==> src/hw/rtl/millisecond_calendar_clock_top_assert.svh <==
// Assertion macros used by the calendar clock core (mcc_core).
`ifndef MILLISECOND_CALENDAR_CLOCK_TOP_ASSERT_SVH
`define MILLISECOND_CALENDAR_CLOCK_TOP_ASSERT_SVH

// Check a condition at every clock edge outside reset.
`define MCC_ASSERT_ALWAYS(label, cond, msg) \
    label: assert property (@(posedge clk) disable iff (!rst_n) (cond)) \
        else $error(msg);

// Check a consequence in the cycle after an antecedent.
`define MCC_ASSERT_NEXT(label, ante, cons, msg) \
    label: assert property (@(posedge clk) disable iff (!rst_n) (ante) |=> (cons)) \
        else $error(msg);

`endif

==> src/hw/rtl/mcc_pkg.sv <==
package mcc_pkg;

    // Item operation codes
    typedef enum logic [1:0] {
        ACT_TICK = 2'd0,
        ACT_SET  = 2'd1,
        ACT_READ = 2'd2
    } action_t;

    // Calendar time fields
    typedef struct packed {
        logic [9:0]  ms;
        logic [5:0]  sec;
        logic [5:0]  min;
        logic [4:0]  hour;
        logic [4:0]  day;
        logic [3:0]  month;
        logic [15:0] year;
    } cal_time_t;

    // One input item as held in the input register
    typedef struct packed {
        logic [1:0] action;
        cal_time_t  new_time;
    } item_t;

    // One result item
    typedef struct packed {
        cal_time_t   now;
        logic [31:0] tick_total;
        logic        set_accepted;
    } result_t;

    localparam logic [9:0]  MS_MAX    = 10'd999;
    localparam logic [5:0]  SEC_MAX   = 6'd59;
    localparam logic [5:0]  MIN_MAX   = 6'd59;
    localparam logic [4:0]  HOUR_MAX  = 5'd23;
    localparam logic [4:0]  DAY_MIN   = 5'd1;
    localparam logic [3:0]  MONTH_MIN = 4'd1;
    localparam logic [3:0]  MONTH_MAX = 4'd12;
    localparam logic [3:0]  MONTH_FEB = 4'd2;
    localparam logic [15:0] YEAR_MIN  = 16'd2000;
    localparam logic [15:0] YEAR_MAX  = 16'd2099;

    localparam cal_time_t RESET_TIME = '{
        ms:    10'd0,
        sec:   6'd0,
        min:   6'd0,
        hour:  5'd0,
        day:   5'd1,
        month: 4'd1,
        year:  16'd2000
    };

    // Month length; February gains a day when the year's two low bits are zero
    function automatic logic [4:0] month_days(input logic [3:0] month,
                                              input logic [15:0] year);
        logic [4:0] d;
        begin
            unique case (month)
                4'd1, 4'd3, 4'd5, 4'd7, 4'd8, 4'd10, 4'd12: d = 5'd31;
                4'd4, 4'd6, 4'd9, 4'd11:                   d = 5'd30;
                4'd2:                                      d = 5'd28;
                default:                                   d = 5'd0;
            endcase
            if (month == MONTH_FEB && year[1:0] == 2'b00)
            begin
                d = d + 5'd1;
            end
            return d;
        end
    endfunction

endpackage

==> src/hw/rtl/mcc_in_stage.sv <==
module mcc_in_stage
    import mcc_pkg::*;
(
    input  logic  clk,
    input  logic  rst_n,
    input  logic  in_valid,
    output logic  in_ready,
    input  item_t in_item,
    input  logic  take,
    output logic  item_valid,
    output item_t item
);

    logic  item_valid_reg;
    logic  item_valid_next;
    item_t item_reg;

    // Free the slot when empty or when the held item moves on this cycle
    assign in_ready        = !item_valid_reg || take;
    assign item_valid_next = (in_valid && in_ready) || (item_valid_reg && !take);

    always_ff @(posedge clk or negedge rst_n)
    begin
        if (!rst_n)
        begin
            item_valid_reg <= 1'b0;
        end
        else
        begin
            item_valid_reg <= item_valid_next;
        end
    end

    // Capture the payload on each input transfer
    always_ff @(posedge clk)
    begin
        if (in_valid && in_ready)
        begin
            item_reg <= in_item;
        end
    end

    assign item_valid = item_valid_reg;
    assign item       = item_reg;

endmodule

==> src/hw/rtl/mcc_core.sv <==
module mcc_core
    import mcc_pkg::*;
(
    input  logic    clk,
    input  logic    rst_n,
    input  logic    take,
    input  item_t   item,
    output result_t res_next
);

    `include "millisecond_calendar_clock_top_assert.svh"

    cal_time_t   time_reg;
    cal_time_t   time_next;
    cal_time_t   adv_time;
    logic [31:0] tick_reg;
    logic [31:0] tick_next;
    logic        set_ok;
    logic        accepted;
    logic [4:0]  cur_days;
    logic [4:0]  new_days;
    action_t     act;

    assign act      = action_t'(item.action);
    assign cur_days = month_days(time_reg.month, time_reg.year);
    assign new_days = month_days(item.new_time.month, item.new_time.year);

    // Advance by one millisecond, rippling carries upward
    always_comb
    begin
        adv_time = time_reg;
        if (time_reg.ms < MS_MAX)
        begin
            adv_time.ms = time_reg.ms + 10'd1;
        end
        else
        begin
            adv_time.ms = 10'd0;
            if (time_reg.sec < SEC_MAX)
            begin
                adv_time.sec = time_reg.sec + 6'd1;
            end
            else
            begin
                adv_time.sec = 6'd0;
                if (time_reg.min < MIN_MAX)
                begin
                    adv_time.min = time_reg.min + 6'd1;
                end
                else
                begin
                    adv_time.min = 6'd0;
                    if (time_reg.hour < HOUR_MAX)
                    begin
                        adv_time.hour = time_reg.hour + 5'd1;
                    end
                    else
                    begin
                        adv_time.hour = 5'd0;
                        if (time_reg.day < cur_days)
                        begin
                            adv_time.day = time_reg.day + 5'd1;
                        end
                        else
                        begin
                            adv_time.day = DAY_MIN;
                            if (time_reg.month < MONTH_MAX)
                            begin
                                adv_time.month = time_reg.month + 4'd1;
                            end
                            else
                            begin
                                adv_time.month = MONTH_MIN;
                                adv_time.year  = time_reg.year + 16'd1;
                            end
                        end
                    end
                end
            end
        end
    end

    // Validate a requested time
    assign set_ok = (item.new_time.ms <= MS_MAX)
                 && (item.new_time.sec <= SEC_MAX)
                 && (item.new_time.min <= MIN_MAX)
                 && (item.new_time.hour <= HOUR_MAX)
                 && (item.new_time.month >= MONTH_MIN)
                 && (item.new_time.month <= MONTH_MAX)
                 && (item.new_time.year >= YEAR_MIN)
                 && (item.new_time.year <= YEAR_MAX)
                 && (item.new_time.day >= DAY_MIN)
                 && (item.new_time.day <= new_days);

    // Select the state after this item; reads and the spare code hold
    always_comb
    begin
        time_next = time_reg;
        tick_next = tick_reg;
        accepted  = 1'b0;
        if (take)
        begin
            unique case (act)
                ACT_TICK:
                begin
                    time_next = adv_time;
                    tick_next = tick_reg + 32'd1;
                end
                ACT_SET:
                begin
                    if (set_ok)
                    begin
                        time_next = item.new_time;
                        accepted  = 1'b1;
                    end
                end
                default:
                begin
                end
            endcase
        end
    end

    always_ff @(posedge clk or negedge rst_n)
    begin
        if (!rst_n)
        begin
            time_reg <= RESET_TIME;
            tick_reg <= 32'd0;
        end
        else
        begin
            time_reg <= time_next;
            tick_reg <= tick_next;
        end
    end

    assign res_next.now          = time_next;
    assign res_next.tick_total   = tick_next;
    assign res_next.set_accepted = accepted;

    `MCC_ASSERT_ALWAYS(a_month_range, (time_reg.month >= MONTH_MIN) && (time_reg.month <= MONTH_MAX), "month out of range")
    `MCC_ASSERT_ALWAYS(a_day_range, (time_reg.day >= DAY_MIN) && (time_reg.day <= cur_days), "day outside month")
    `MCC_ASSERT_ALWAYS(a_ms_range, time_reg.ms <= MS_MAX, "millisecond out of range")
    `MCC_ASSERT_NEXT(a_tick_only, !(take && act == ACT_TICK), $stable(tick_reg), "tick count moved without a tick")
    `MCC_ASSERT_NEXT(a_idle_hold, !take, $stable(time_reg), "time moved without a transfer")

endmodule

==> src/hw/rtl/mcc_out_stage.sv <==
module mcc_out_stage
    import mcc_pkg::*;
(
    input  logic    clk,
    input  logic    rst_n,
    input  logic    item_valid,
    input  result_t res_next,
    output logic    take,
    output logic    out_valid,
    input  logic    out_ready,
    output result_t res
);

    logic    out_valid_reg;
    logic    out_valid_next;
    result_t res_reg;

    // Move an item forward when the result register is empty or being drained
    assign take           = item_valid && (!out_valid_reg || out_ready);
    assign out_valid_next = take || (out_valid_reg && !out_ready);

    always_ff @(posedge clk or negedge rst_n)
    begin
        if (!rst_n)
        begin
            out_valid_reg <= 1'b0;
        end
        else
        begin
            out_valid_reg <= out_valid_next;
        end
    end

    // Hold the result until its transfer
    always_ff @(posedge clk)
    begin
        if (take)
        begin
            res_reg <= res_next;
        end
    end

    assign out_valid = out_valid_reg;
    assign res       = res_reg;

endmodule

==> src/hw/rtl/millisecond_calendar_clock_top.sv <==
// Channel  | Handshake           | Payload
// ---------+---------------------+--------------------------------------------
// input    | in_valid, in_ready  | action, new_millisecond .. new_year
// output   | out_valid, out_ready| millisecond .. year, tick_total, set_accepted
//
// One item per cycle sustained while out_ready stays high; a result passes the input register,
// then the result register, after its input transfer, and is then offered on the output.
// The time and tick state updates as the item leaves the input register.
// Reset gives 2000-01-01 00:00:00.000 with a zero tick count.
// A stalled output holds its result while one more item waits at the input.
module millisecond_calendar_clock_top
    import mcc_pkg::*;
(
    input  logic        clk,
    input  logic        rst_n,
    input  logic        in_valid,
    output logic        in_ready,
    input  logic [1:0]  action,
    input  logic [9:0]  new_millisecond,
    input  logic [5:0]  new_second,
    input  logic [5:0]  new_minute,
    input  logic [4:0]  new_hour,
    input  logic [4:0]  new_day,
    input  logic [3:0]  new_month,
    input  logic [15:0] new_year,
    output logic        out_valid,
    input  logic        out_ready,
    output logic [9:0]  millisecond,
    output logic [5:0]  second,
    output logic [5:0]  minute,
    output logic [4:0]  hour,
    output logic [4:0]  day,
    output logic [3:0]  month,
    output logic [15:0] year,
    output logic [31:0] tick_total,
    output logic        set_accepted
);

    item_t   in_item;
    item_t   item;
    logic    item_valid;
    logic    take;
    result_t res_next;
    result_t res;

    // Gather input ports into one item
    assign in_item.action         = action;
    assign in_item.new_time.ms    = new_millisecond;
    assign in_item.new_time.sec   = new_second;
    assign in_item.new_time.min   = new_minute;
    assign in_item.new_time.hour  = new_hour;
    assign in_item.new_time.day   = new_day;
    assign in_item.new_time.month = new_month;
    assign in_item.new_time.year  = new_year;

    mcc_in_stage u_in_stage (
        .clk        (clk),
        .rst_n      (rst_n),
        .in_valid   (in_valid),
        .in_ready   (in_ready),
        .in_item    (in_item),
        .take       (take),
        .item_valid (item_valid),
        .item       (item)
    );

    mcc_core u_core (
        .clk      (clk),
        .rst_n    (rst_n),
        .take     (take),
        .item     (item),
        .res_next (res_next)
    );

    mcc_out_stage u_out_stage (
        .clk        (clk),
        .rst_n      (rst_n),
        .item_valid (item_valid),
        .res_next   (res_next),
        .take       (take),
        .out_valid  (out_valid),
        .out_ready  (out_ready),
        .res        (res)
    );

    // Spread the result onto the output ports
    assign millisecond  = res.now.ms;
    assign second       = res.now.sec;
    assign minute       = res.now.min;
    assign hour         = res.now.hour;
    assign day          = res.now.day;
    assign month        = res.now.month;
    assign year         = res.now.year;
    assign tick_total   = res.tick_total;
    assign set_accepted = res.set_accepted;

endmodule

==> config.mk <==
export PLATFORM = sky130hd
export DESIGN_NAME = millisecond_calendar_clock_top
export DESIGN_NICKNAME = d
export VERILOG_FILES = /design/src/hw/rtl/mcc_pkg.sv /design/src/hw/rtl/mcc_in_stage.sv /design/src/hw/rtl/mcc_core.sv /design/src/hw/rtl/mcc_out_stage.sv /design/src/hw/rtl/millisecond_calendar_clock_top.sv
export VERILOG_INCLUDE_DIRS = /design/src /design/src/hw/rtl
export SDC_FILE = /design/constraint.sdc
export NUM_CORES = 1
export LEC_CHECK = 0
export BUFFER_PORTS_ARGS = -buffer_cell sky130_fd_sc_hd__buf_4
export CORE_ASPECT_RATIO = 1.1
export CORE_MARGIN = 1
export CORE_UTILIZATION = 53
export CTS_BUF_LIST = sky130_fd_sc_hd__clkbuf_8
export DETAILED_ROUTE_END_ITERATION = 12
export HOLD_SLACK_MARGIN = 0.06
export PLACE_DENSITY = 0.81
export SLEW_MARGIN = 30
export SYNTH_ARGS = -nofsm -noshare
export SYNTH_HDL_FRONTEND = slang
export SYNTH_HIERARCHICAL = 1
export SYNTH_SLANG_ARGS = --single-unit
==> constraint.sdc <==
create_clock -name clk -period 4.6 [get_ports clk]
set_input_delay 0.69 -clock clk [delete_from_list [all_inputs] [get_ports clk]]
set_output_delay 0.69 -clock clk [all_outputs]
set_load 0.01 [all_outputs]
==> results.md <==
- FF-to-FF setup slack: 0.33 ns
- Max Cap Viol: 0
- FF+latch count, synth: 225
- Grt total ovfl: 0
- CTS resizes: 0
- RSZ-0062 raised after global routing: no
- Longest Clk Path Bufs: 3
- Clk root buf: clkbuf_8
- CTS tree: built
- Sequential power share: 51.0%
- Postcts setup bufs: 0
- Worst Path Buf+Inv: 2
- Worst Tran Pin Value: 0.9101 ns
- FP Rows: 52
- IO Pins: 145
- Final HPWL DP: 15.94 mm
- HP Class: primary input to asynchronous set/reset pin
- Clk network pwr share: 36.1%
- Final setup vio count: 0
- Share of synthesized flip-flops with an asynchronous set or reset: 38.22%
- CTS Sinks: 225
- DRC violations left: 0
- Worst setup startpoint: u_in_stage/item[18]$_DFFE_PP_
- First-pass GRT wire length: 36.48 mm
- Via density: 5.970
- Initial antenna violation count: 0
- Synthesized area per cell: 12.76 sq um
- Slowest-stage cell, CP: o31ai_1
- DRT Wirelength: 23.11 mm
- Core Region: 18350 sq um
- Cells along the critical path: or3_1 -> and2_1 -> ha_1 -> inv_1 -> ha_1 -> nand2_1 -> nand2_1 -> ha_1 -> o21a_1 -> o31ai_1 -> a21oi_1 -> o31ai_1 -> nand2_1 -> buf_4 -> a221o_1
- Met2 Use GR: 38.45%
- Largest net degree at the start of global routing: 63
- GRT met3 Usage: 4.667%
- Fmax: 234.4 MHz
- Final Max Tran Viols: 0
- Leakage: 4.995 nW
- Sequential area share after synthesis: 63.84%
- Final Hold Vio Count: 0
- R2R Path End: u_out_stage/res[36]$_DFFE_PP_
- Sw Pwr: 1.263 mW
- Final ANT Viol Nets: 0
- Synth-to-layout area growth: 21.39%
- Final Cell Area: 12050 sq um
- Tmin final: 4.267 ns
- Post-synth cell types: 73
- Max reg flops: 85
- Post-synthesis cell area: 9925 sq um
- Final TNS setup: 0 ns
- Setup CP Type: register to register
- CP startpoint kind: register
- Power Density: 408.2 nW/um^2
- Reg2reg start: u_in_stage/item[18]$_DFFE_PP_
- M1 GR Usage: 32.86%
- Worst slew margin: 39.00%
- Final period util: 92.76%
- Cells after Synth: 778
- Fillers: 1367
- Vias in the first global route: 6955
- Die height: 145.5 microns
- CP required: 4.86 ns
- Worst endpoint data arrival time: 4.53 ns
- Cts bufs inserted: 36
- Layout Nets: 1025
- Status: finished clean
- N_diodes: 0
- Starting Density: 54.09%
- Cts hold-fix bufs: 0
- Family with the most delay on the worst path: compound AO/OA/AOI/OAI gates
- Syn nets: 861
- Main synth FF type: edfxtp_1
- Clk_lat worst skew: 0.53 ns
- Buffers on Ports: 144
- Die W: 132.5 microns
- Combinational share of power: 12.8%
- Die Footprint: 19280 sq um
- Htree depth: 2
- Clock Skews: 0.02133 ns
- Maximum fanout along the worst path: 9
- Placed Area: 11290 sq um
- Post-synth EDFFs: 139
- Wire length per cell: 19.07 microns
- Global Route Usage Sum: 24.41%
- Sw Share: 25.69%
- Detailed Routing Iterations Pass 1: 6
- Share of post-route cells with drive strength above 1: 23.94%
- Yosys warns: 6
- Internal: 3.654 mW
- Gr busiest metal: met2
- DR iter-0 viols: 720
- Crit path largest cell delay: 0.54 ns
- Worst-case reg-to-reg path depth: 15
- Reg clk slew, reported paths: 0.06 ns
- Worst setup EP type: register
- Final RePlAce weighted congestion: 0.9152
- Peak VDD IR: 0.0002439 V
- Via count: 7236
==> per-stage QoR <==
stage / instances / hold WS [ns] / util (%) / power, mW / worst slack (ns)
after floorplan: 778 / 0.3944 / - / 2.860 / 0.9016
after global placement: 1147 / 0.4553 / 61.50 / 3.154 / 0.6398
after detailed placement: 1147 / 0.4592 / 61.54 / 3.169 / 0.4228
after CTS: 1212 / 0.2868 / 65.66 / 4.953 / 0.3978
after global routing: 1212 / 0.3169 / 65.66 / 5.112 / 0.1486
final: 1212 / 0.2646 / 65.66 / 4.917 / 0.3332
==> how the worst max path moves through the flow <==
| stage | end | cells after the start | slack, ns |
|---|---|---|---|
| after floorplan | u_out_stage/res[53]$_DFFE_PP_ | 9 | 0.90 |
| after global placement | u_out_stage/res[80]$_DFFE_PP_ | 14 | 0.64 |
| after detailed placement | u_out_stage/res[62]$_DFFE_PP_ | 15 | 0.42 |
| after CTS | u_out_stage/res[36]$_DFFE_PP_ | 15 | 0.40 |
| after global routing | u_out_stage/res[62]$_DFFE_PP_ | 15 | 0.15 |
| final | u_out_stage/res[36]$_DFFE_PP_ | 15 | 0.33 |
==> cell usage in the layout (no fill, tap or decap), types with 4 or more instances in the layout <==
| master | count |
|---|---|
| a22oi_1 | 4 |
| nand2b_1 | 7 |
| o21ai_0 | 30 |
| dfstp_2 | 8 |
| and3_1 | 18 |
| o21a_1 | 6 |
| a31oi_1 | 10 |
| inv_1 | 33 |
| ha_1 | 25 |
| a21o_1 | 7 |
| mux2i_1 | 12 |
| xnor2_1 | 24 |
| clkbuf_8 | 39 |
| nor2_1 | 46 |
| dfrtp_1 | 78 |
| a21oi_1 | 24 |
| nand2_1 | 62 |
| edfxtp_1 | 139 |
| nor3_1 | 14 |
| nor4_1 | 6 |
| nand3_1 | 36 |
| buf_4 | 155 |
| and4_1 | 9 |
| and2_1 | 8 |
| a2bb2oi_1 | 4 |
| o31ai_1 | 6 |
| a211oi_1 | 6 |
| xor2_1 | 15 |
| o211ai_1 | 6 |
| clkinv_2 | 4 |
| nor2b_1 | 7 |
| bufinv_16 | 4 |
| nand4_1 | 20 |
| a221o_1 | 19 |
| or4_1 | 4 |
==> layout make-up <==
cell class / count / area (sq um) / area share, %
Clock buffer: 39 / 536.8 / 4.455
Clock inverter: 26 / 220.2 / 1.828
Inverter: 21 / 78.83 / 0.6543
Multi-Input combinational cell: 503 / 3408 / 28.29
Sequential cell: 225 / 6336 / 52.59
Tap cell: 243 / 304.0 / 2.524
Timing Repair Buffer: 155 / 1164 / 9.658
==> Yosys cell counts, drive strengths merged, types with 9 or more instances <==
library cell  instances  area [sq um]
nor3                 17         95.09
and4                  9         78.83
ha                   25         312.8
nor2                 46         172.7
a221o                19         190.2
a31oi                10         62.56
clkbuf               21         78.83
mux2i                12         120.1
nand4                21         137.6
and2                 10         65.06
xor2                 15         131.4
nand3                37         197.7
inv                  21         78.83
nand2                62         232.7
o21ai                32         160.2
xnor2                24         210.2
a21oi                24         120.1
and3                 18         112.6
dfrtp                78          1952
edfxtp              139          4174
==> worst register-to-register path, cell delays in order, from the launching register on <==
cell and delay, ns:
edfxtp_1 0.43, or3_1 0.45, and2_1 0.21, ha_1 0.18
inv_1 0.05, ha_1 0.22, nand2_1 0.06, nand2_1 0.07
ha_1 0.31, o21a_1 0.19, o31ai_1 0.06, a21oi_1 0.22
o31ai_1 0.54, nand2_1 0.36, buf_4 0.29, a221o_1 0.37
==> power groups by stage <==
| stage | clock, mW | sequential [mW] | combinational (mW) |
|---|---|---|---|
| final | 1.78 | 2.51 | 0.631 |
| after global routing | 1.89 | 2.53 | 0.689 |
| after CTS | 1.82 | 2.51 | 0.630 |
| after detailed placement | 0 | 2.54 | 0.626 |
| after global placement | 0 | 2.54 | 0.613 |
| after floorplan | 0 | 2.54 | 0.322 |
==> routing by layer <==
layer  vias up  share of wire [%]
met5         -                  0
met4         0                3.8
met3        80                8.0
met2       383                 47
met1      3458                 41
li1       3315                  -
==> cells by family (layout without fill, tap and decap cells) <==
group / count (synthesis) / in the layout / synth area share, %
and+or+nand+nor: 266 / 266 / 14.51
xor gates and xnor gates: 39 / 39 / 3.442
adders and majority gates: 26 / 26 / 3.253
buffers and inverters: 50 / 241 / 2.093
DFF: 225 / 225 / 63.84
muxes: 13 / 13 / 1.324
AOI/OAI and AO/OA: 159 / 159 / 11.54
Power figures use the tool's default switching activity.
